$ cat config.mk
export PLATFORM = sky130hd
export DESIGN_NAME = swer_ctrl
export DESIGN_NICKNAME = d
export VERILOG_FILES = /design/src/design/assert_macros.svh /design/src/design/swer_pkg.sv /design/src/design/swer_ctrl.sv
export SDC_FILE = /design/constraint.sdc
export NUM_CORES = 1
export LEC_CHECK = 0
export BUFFER_PORTS_ARGS = -buffer_cell sky130_fd_sc_hd__buf_2
export CORE_UTILIZATION = 61
export CTS_CLUSTER_DIAMETER = 100
export DETAILED_ROUTE_END_ITERATION = 7
export PLACE_DENSITY = 0.85
export RECOVER_POWER = 50
export SYNTH_ARGS = -nofsm -noshare
export SYNTH_HDL_FRONTEND = slang
export SYNTH_SLANG_ARGS = --single-unit
$ cat constraint.sdc
create_clock -name clk -period 6.8 [get_ports clk]
set_clock_uncertainty 0.05 [all_clocks]
set_input_delay 1.7 -clock clk [delete_from_list [all_inputs] [get_ports clk]]
set_output_delay 1.7 -clock clk [all_outputs]
set_load 0.02 [all_outputs]
$ cat src/design/assert_macros.svh
// ----------------------------------------------------------------------------
// assert_macros.svh
// Concurrent assertion helpers, compiled out when SYNTH is defined.
// ----------------------------------------------------------------------------
`ifndef ASSERT_MACROS_SVH
`define ASSERT_MACROS_SVH
`ifndef SYNTH
// Check an expression at every clock edge outside reset.
`define ASSERT_ALWAYS(lbl, clk, rst_n, expr) \
	lbl: assert property (@(posedge clk) disable iff (!rst_n) (expr)) \
		else $error("%m: invariant violated");
// Check that an antecedent implies a consequent in the same cycle.
`define ASSERT_IMPLY(lbl, clk, rst_n, ante, cons) \
	lbl: assert property (@(posedge clk) disable iff (!rst_n) (ante) |-> (cons)) \
		else $error("%m: implication violated");
// Check that an antecedent implies a consequent in the next cycle.
`define ASSERT_NEXT(lbl, clk, rst_n, ante, cons) \
	lbl: assert property (@(posedge clk) disable iff (!rst_n) (ante) |=> (cons)) \
		else $error("%m: next-cycle implication violated");
`else
`define ASSERT_ALWAYS(lbl, clk, rst_n, expr)
`define ASSERT_IMPLY(lbl, clk, rst_n, ante, cons)
`define ASSERT_NEXT(lbl, clk, rst_n, ante, cons)
`endif
`endif

$ cat src/design/swer_pkg.sv
// ----------------------------------------------------------------------------
// swer_pkg
// Shared widths, ring depth, window reset value and status type of the event window counter.
// ----------------------------------------------------------------------------
package swer_pkg;

	// Timestamp and window width in ticks
	localparam int TIME_W = 48;
	// Width of the reported event count and its saturation value
	localparam int COUNT_OUT_W = 11;
	localparam logic [COUNT_OUT_W-1:0] COUNT_MAX = '1;
	// Default ring depth
	localparam int DEPTH_DEFAULT = 1024;
	// Window length after reset: one second of nanosecond ticks
	localparam logic [TIME_W-1:0] WINDOW_RESET = 48'd1000000000;

	// Sequencer status seen by the top level
	typedef struct packed {
		logic busy;
		logic done;
	} stat_t;

endpackage

$ cat src/design/swer_ctrl.sv
// ----------------------------------------------------------------------------
// swer_ctrl
// Event sequencer: pushes the timestamp, then pops expired ring entries one
// per cycle through the memory read port.
// ----------------------------------------------------------------------------
module swer_ctrl #(
	parameter int DEPTH = swer_pkg::DEPTH_DEFAULT,
	parameter int AW    = $clog2(DEPTH),
	parameter int CNT_W = $clog2(DEPTH + 1)
) (
	input  logic                             clk,
	input  logic                             arst_n,
	input  logic [swer_pkg::TIME_W-1:0]      window_ticks,
	input  logic                             start,
	input  logic [swer_pkg::TIME_W-1:0]      event_time,
	input  logic                             out_free,
	output swer_pkg::stat_t                  stat,
	output logic [swer_pkg::TIME_W-1:0]      delta_time,
	output logic [swer_pkg::COUNT_OUT_W-1:0] events_in_window,
	output logic [CNT_W-1:0]                 held_count,
	output logic                             mem_we,
	output logic [AW-1:0]                    mem_waddr,
	output logic [swer_pkg::TIME_W-1:0]      mem_wdata,
	output logic                             mem_re,
	output logic [AW-1:0]                    mem_raddr,
	input  logic [swer_pkg::TIME_W-1:0]      mem_rdata
);

	localparam int CMP_W = (CNT_W > swer_pkg::COUNT_OUT_W) ? CNT_W : swer_pkg::COUNT_OUT_W;

	typedef enum logic {ST_IDLE, ST_SCAN} state_t;

	state_t                      state_q;
	logic [AW-1:0]               head_q;
	logic [AW-1:0]               tail_q;
	logic [CNT_W-1:0]            count_q;
	logic [swer_pkg::TIME_W-1:0] prev_q;
	logic                        seen_q;
	logic [swer_pkg::TIME_W-1:0] delta_q;
	logic [swer_pkg::TIME_W-1:0] limit_q;
	logic                        limit_ok_q;

	logic                        full;
	logic [AW-1:0]               head_push;
	logic [AW-1:0]               head_inc;
	logic [CNT_W-1:0]            count_push;
	logic [swer_pkg::TIME_W-1:0] delta_new;
	logic                        pop;
	logic                        finish;
	logic [CMP_W-1:0]            count_ext;

	function automatic logic [AW-1:0] next_slot(input logic [AW-1:0] i);
		return (i == AW'(DEPTH - 1)) ? '0 : i + AW'(1);
	endfunction

	// Push side: drop the oldest entry first when the ring is full
	assign full       = (count_q >= CNT_W'(DEPTH));
	assign head_push  = full ? next_slot(head_q) : head_q;
	assign count_push = full ? count_q : count_q + CNT_W'(1);
	assign delta_new  = (seen_q && (event_time >= prev_q)) ? event_time - prev_q : '0;

	// Scan side: pop while more than one entry remains and the head entry is older than the window start
	assign head_inc = next_slot(head_q);
	assign pop      = (state_q == ST_SCAN) && limit_ok_q && (count_q > CNT_W'(1))
	                  && (mem_rdata < limit_q);
	assign finish   = (state_q == ST_SCAN) && !pop && out_free;

	// Memory port: write on accept, read the next head on accept or pop
	always_comb begin
		mem_we    = start;
		mem_waddr = tail_q;
		mem_wdata = event_time;
		mem_re    = start || pop;
		mem_raddr = start ? head_push : head_inc;
	end

	// Sequencer state and ring pointers
	always_ff @(posedge clk or negedge arst_n) begin
		if (!arst_n) begin
			state_q <= ST_IDLE;
			head_q  <= '0;
			tail_q  <= '0;
			count_q <= '0;
			prev_q  <= '0;
			seen_q  <= 1'b0;
		end else begin
			unique case (state_q)
				ST_IDLE: begin
					if (start) begin
						head_q     <= head_push;
						tail_q     <= next_slot(tail_q);
						count_q    <= count_push;
						prev_q     <= event_time;
						seen_q     <= 1'b1;
						delta_q    <= delta_new;
						limit_ok_q <= (event_time >= window_ticks);
						limit_q    <= event_time - window_ticks;
						state_q    <= ST_SCAN;
					end
				end
				ST_SCAN: begin
					if (pop) begin
						head_q  <= head_inc;
						count_q <= count_q - CNT_W'(1);
					end else if (out_free) begin
						state_q <= ST_IDLE;
					end
				end
				default: begin
					state_q <= ST_IDLE;
				end
			endcase
		end
	end

	// Saturate the count to the result field
	assign count_ext = CMP_W'(count_q);
	assign events_in_window = (count_ext > CMP_W'(swer_pkg::COUNT_MAX)) ? swer_pkg::COUNT_MAX
	                          : count_ext[swer_pkg::COUNT_OUT_W-1:0];

	assign delta_time = delta_q;
	assign held_count = count_q;
	assign stat.busy  = (state_q != ST_IDLE);
	assign stat.done  = finish;

endmodule

**Word-level counts from Yosys, hierarchy flattened**

Cells that the tools add are included.

- Input bits: 148
- Output and inout bits: 142
- Bits in registers: 178
- Logic and storage cells: 55

- Bitwise gates (word level): 1
- Muxes and demuxes: 16
- Add/subtract/negate cells: 6
- Magnitude comparators: 6
- Equality and inequality tests: 5
- Reduce and logical (&&, ||, !) cells: 12

Operator list:

| kind | count |
|---|---|
| $ge A48 B48 Y1 | 2 |
| $sub A48 B48 Y48 | 2 |
| $mux W10 | 6 |
| $lt A48 B48 Y1 | 1 |
| $mux W11 | 4 |
| $pmux W11 S2 | 1 |
| $add A10 B1 Y10 const B | 2 |
| $eq A10 B10 Y1 const B | 2 |
| $pmux W10 S2 | 1 |
| $add A11 B1 Y11 const B | 1 |
| $ge A11 B11 Y1 const B | 1 |
| $gt A11 B1 Y1 const B | 1 |
| $gt A11 B11 Y1 const B | 1 |
| $sub A11 B1 Y11 const B | 1 |
| $logic_and A1 B1 Y1 | 6 |
| $reduce_and A3 Y1 | 2 |
| $ne A2 B2 Y1 const B | 2 |
| $reduce_and A2 Y1 | 2 |
| $mux W1 | 3 |
| $ne A2 B1 Y1 const B | 1 |
| $pmux W1 S2 | 1 |
| $logic_not A1 Y1 | 1 |
| $logic_or A1 B1 Y1 | 1 |
| $not A1 Y1 | 1 |

**Longest topological paths before layout**

- Depth in word-level cells: 6
- Gate-level depth with buffers: 15
- Gate-level depth less buffers: 13

**Worst setup path before layout**

Ideal clock, no wire load.

- Kind: input-to-output
- Start point: in mem_rdata[39] (netlist bit)
- End point: out stat[0] (netlist bit)
- Buffers on the path: 1
- Stages: 8
- Required time: 5050 ps
- Slack: 1212 ps
- Arrival time: 3838 ps
- Path through: ha_1 > nand4_1 > nor4_1 > nand2_1 > or4_1 > o31ai_2 > and3_1 > buf_4

- Cells in the longest elaborated chain, start to end: 5

RTL lines:

| what | line | RTL |
|---|---|---|
| start: declaration | swer_ctrl.sv:26 | `input logic [swer_pkg::TIME_W-1:0] mem_rdata` |
| $lt A48 B48 Y1 | swer_ctrl.sv:65 | `&& (mem_rdata < limit_q);` |
| $logic_and A1 B1 Y1 | swer_ctrl.sv:65 |  |
| $logic_not A1 Y1 | swer_ctrl.sv:66 | `assign finish = (state_q == ST_SCAN) && !pop && out_free;` |
| $logic_and A1 B1 Y1 (2 in series) | swer_ctrl.sv:66 |  |
| end: declaration | swer_ctrl.sv:17 | `output swer_pkg::stat_t stat,` |

No other way between the ends.

==> impl_results.md <==
- Num CTS Buffers: 17
- Max-slew headroom at the worst pin: -139.7%
- Worst Reg-to-Reg Cells: 3
- Final TNS setup: 0 ns
- WP data arrival: 4.47 ns
- Reg2reg end: delta_time[34]$_SDFFCE_PN0P_
- Cell taking the most area after synthesis: edfxtp_1
- Final hold vios: 0
- Post-Syn Area: 14070 um2
- Critical Path RT: 5.05 ns
- Area share of the largest cell type after synthesis: 20.70%
- Core Region: 22640 um2
- Crit Path Max Fanout: 8
- Static Leak: 7.446 nW
- Clock Latency Late Sink: 0.44 ns
- Starting density of the core: 62.14%
- Syn Inst Count: 1629
- DRT Pass-1 Iters: 5
- TritonCTS clock tree: done
- Number of port buffers: 289
- Hold buffers post-CTS: 0
- Status: complete, but fails checks
- Yosys cell types: 81
- Clock slew at reported path FFs: 0.07 ns
- Crit Path Class: in2out
- Die width: 153.9 um
- # Post-CTS Setup Buffers: 0
- Post-Syn Area per Cell: 8.637 um2
- Worst setup path endpoint: stat[0]
- Endpoint type of the worst setup path: primary output
- Worst path most repeated cell: buf_2
- Tot GR Track Use: 30.88%
- Dominant synthesized flop cell: edfxtp_1
- Post-Place Setup Slack: 0.5779 ns
- CP Launch Type: input port
- Initial antenna violation count: 6
- Largest net degree at the start of global routing: 99
- Slew Viols, Final: 255
- Sink Count: 178
- DRC violations left: 0
- CP max stage cell: or4_1
- Pwr dens: 317.3 nW/um2
- Vias post-DR: 12460
- Iteration-0 DRC Markers: 1132
- Clock root buffer master: clkbuf_16
- Net Count, Synth: 1927
- Failing checks: max-capacitance violations, max-slew violations
- HPWL after detailed placement: 28.40 mm
- Critical path, cell by cell: buf_2, ha_1, nand4_1, nor4_1, nand2_1, or4_1, o31ai_2, and3_1, buf_2
- Final-report setup violation count: 0
- Post_cts resized: 0
- Final net count: 2114
- Worst setup margin: 0.5779 ns
- Max Clk Rate: 160.7 MHz
- Flop-to-flop setup slack: 2.64 ns
- Share of the yosys chip area belonging to registers: 35.11%
- Peak VDD IR: 0.1755 mV
- Post-synth EDFFs: 97
- Row count: 55
- Synth Register Bits: 178
- Area delta synth->final: 11.72%
- Area of the multi-input gates: 7770 um2
- First-pass GRT wire length: 57.91 mm
- Slowest Stage Delay on Critical Path: 0.59 ns
- Io pins: 290
- Total gr overflow: 0
- CTS H-tree lvls: 4
- Layout cells sized above 1: 14.22%
- Period minus WS final: 6.222 ns
- Via/cell ratio: 5.879
- Critical Path Source: mem_rdata[43]
- Async SR Flop Fraction: 45.51%
- RR Startpoint: state_q$_DFF_PN0_
- Worst Max-Slew Pin Slew: 3.595 ns
- GP Congestion: 0.9348
- RSZ-0062 raised after global routing: false
- Die Height: 153.9 um
- Final Util: 69.43%
- Drt wl/cell: 17.14 um
- Sequential cell area: 4940 um2
- Total Wirelength: 36.33 mm
- Synth Warn #: 0
- Clock buffer depth: 2
- Placed cell count: 2082
- Vias in the first global route: 11450
- Worst Hold Class: reg2reg
- Layout Cells excl Fill: 2120
- Final Cycle Share: 91.50%
- Fill cells: 1893
- Die area: 23680 um2
- Max-cap violations: 4
- Detail Route Antenna Nets: 0
- Synth area leaders: edfxtp_1, dfrtp_1, ha_1
==> layout by cell type, fill, tap and decap left out, types with 7 or more instances in the layout <==
cell       count
inv_1        182
a21o_1        69
nand2_1      150
dfrtp_1       81
nand3_1       35
nor2b_1       17
o31ai_1        8
a211oi_1      11
o21a_1        16
xnor2_1       78
a31oi_1       19
o21ai_1        9
nand4_1       34
o21ai_0      114
ha_1         148
o211ai_1       7
and3_1        19
clkbuf_16     17
clkbuf_1      85
a21oi_1      101
edfxtp_1      97
nor2_1       120
nor3_1        19
nand2b_1      19
buf_2        206
xor2_1        32
o21bai_1      11
==> sequential cells by signal (all words and copies together) (netlist names) <==
register / cells
held_count: 11
limit_q: 48
state_q: 1
mem_waddr: 10
delta_time: 48
seen_q: 1
head_q: 10
limit_ok_q: 1
prev_q: 48
==> synth_stat cells, drive strengths merged (4+ instances only) <==
cell / count
inv: 183
nand2: 150
ha: 148
o21ai: 123
nor2: 120
a21oi: 103
edfxtp: 97
dfrtp: 81
xnor2: 78
a21o: 71
clkbuf: 66
buf: 59
nand3: 35
nand4: 34
xor2: 32
and3: 20
a31oi: 19
nand2b: 19
nor3: 19
nor2b: 17
o21a: 16
a211oi: 12
o21bai: 11
o31ai: 9
o211ai: 8
a211o: 6
a21boi: 6
a221oi: 6
nor4: 6
a22o: 5
and4: 5
a2111oi: 4
a221o: 4
and2: 4
o22ai: 4
o31a: 4
or2: 4
or3: 4
==> routing by layer <==
| metal | part of all wire, % | vias up | wire, um | GRT usage (%) |
|---|---|---|---|---|
| met5 | 0 | - | 0 | 0 |
| met1 | 46 | 5832 | 16720 | 43.13 |
| met2 | 45 | 514 | 16380 | 48.66 |
| met3 | 5.7 | 81 | 2089 | 4.171 |
| met4 | 3.1 | 0 | 1144 | 12.19 |
| li1 | - | 6036 | - | - |
==> worst min-delay path by stage <==
stage,startpoint,endpoint,slack (ns),cells after the start
6_report,prev_q[0]$_DFFE_PN0P_,prev_q[0]$_DFFE_PN0P_,0.47,2
5_1_grt,prev_q[0]$_DFFE_PN0P_,prev_q[0]$_DFFE_PN0P_,0.48,2
4_1_cts,prev_q[0]$_DFFE_PN0P_,prev_q[0]$_DFFE_PN0P_,0.46,2
3_5_place_dp,prev_q[0]$_DFFE_PN0P_,prev_q[0]$_DFFE_PN0P_,0.45,2
3_3_place_gp,prev_q[0]$_DFFE_PN0P_,prev_q[0]$_DFFE_PN0P_,0.42,2
2_1_floorplan,seen_q$_DFFE_PN0P_,seen_q$_DFFE_PN0P_,0.38,1
==> through the flow <==
stage               hold WS, ns  total power [mW]  area, um2
global route             0.4810             5.327      15720
global placement         0.4201             3.934      15240
detailed placement       0.4481             3.976      15240
CTS                      0.4640             4.992      15830
floorplan                0.3775             3.391      14070
finish                   0.4713             4.988      15720
==> cell type report <==
type	instances	area share [%]
clock buffers	17	2.706
inverters	183	4.370
clock inverters	15	1.019
flip-flops and latches	178	31.43
diodes	6	0.09552
multi-input cells	1143	49.43
repair buffers	293	8.684
well taps	285	2.269
==> worst max-delay path: cells and delay by family <==
kind	cells	cell delay (ns)
adder cells (fa/ha/maj)	1	0.29
AND/OR/NAND/NOR	5	1.66
buffers and inverters	2	0.27
AO/OA/AOI/OAI	1	0.54
==> kinds of logic after synthesis <==
kind of cell / count (synthesis) / share of synthesized area, %
XOR/XNOR: 110 / 6.848
AND/OR/NAND/NOR: 444 / 14.67
flip-flops: 178 / 35.11
buffers and inverters: 308 / 9.746
adder cells (fa/ha/maj): 150 / 13.45
AO/OA/AOI/OAI: 438 / 20.11
multiplexers: 1 / 0.07115
==> power breakdown <==
part | switching [mW] | internal [mW]
clock network | 0.480 | 0.523
logic | 1.49 | 0.897
registers | 0.158 | 1.44
total | 2.13 | 2.86
(Power assumes the default switching activity.)
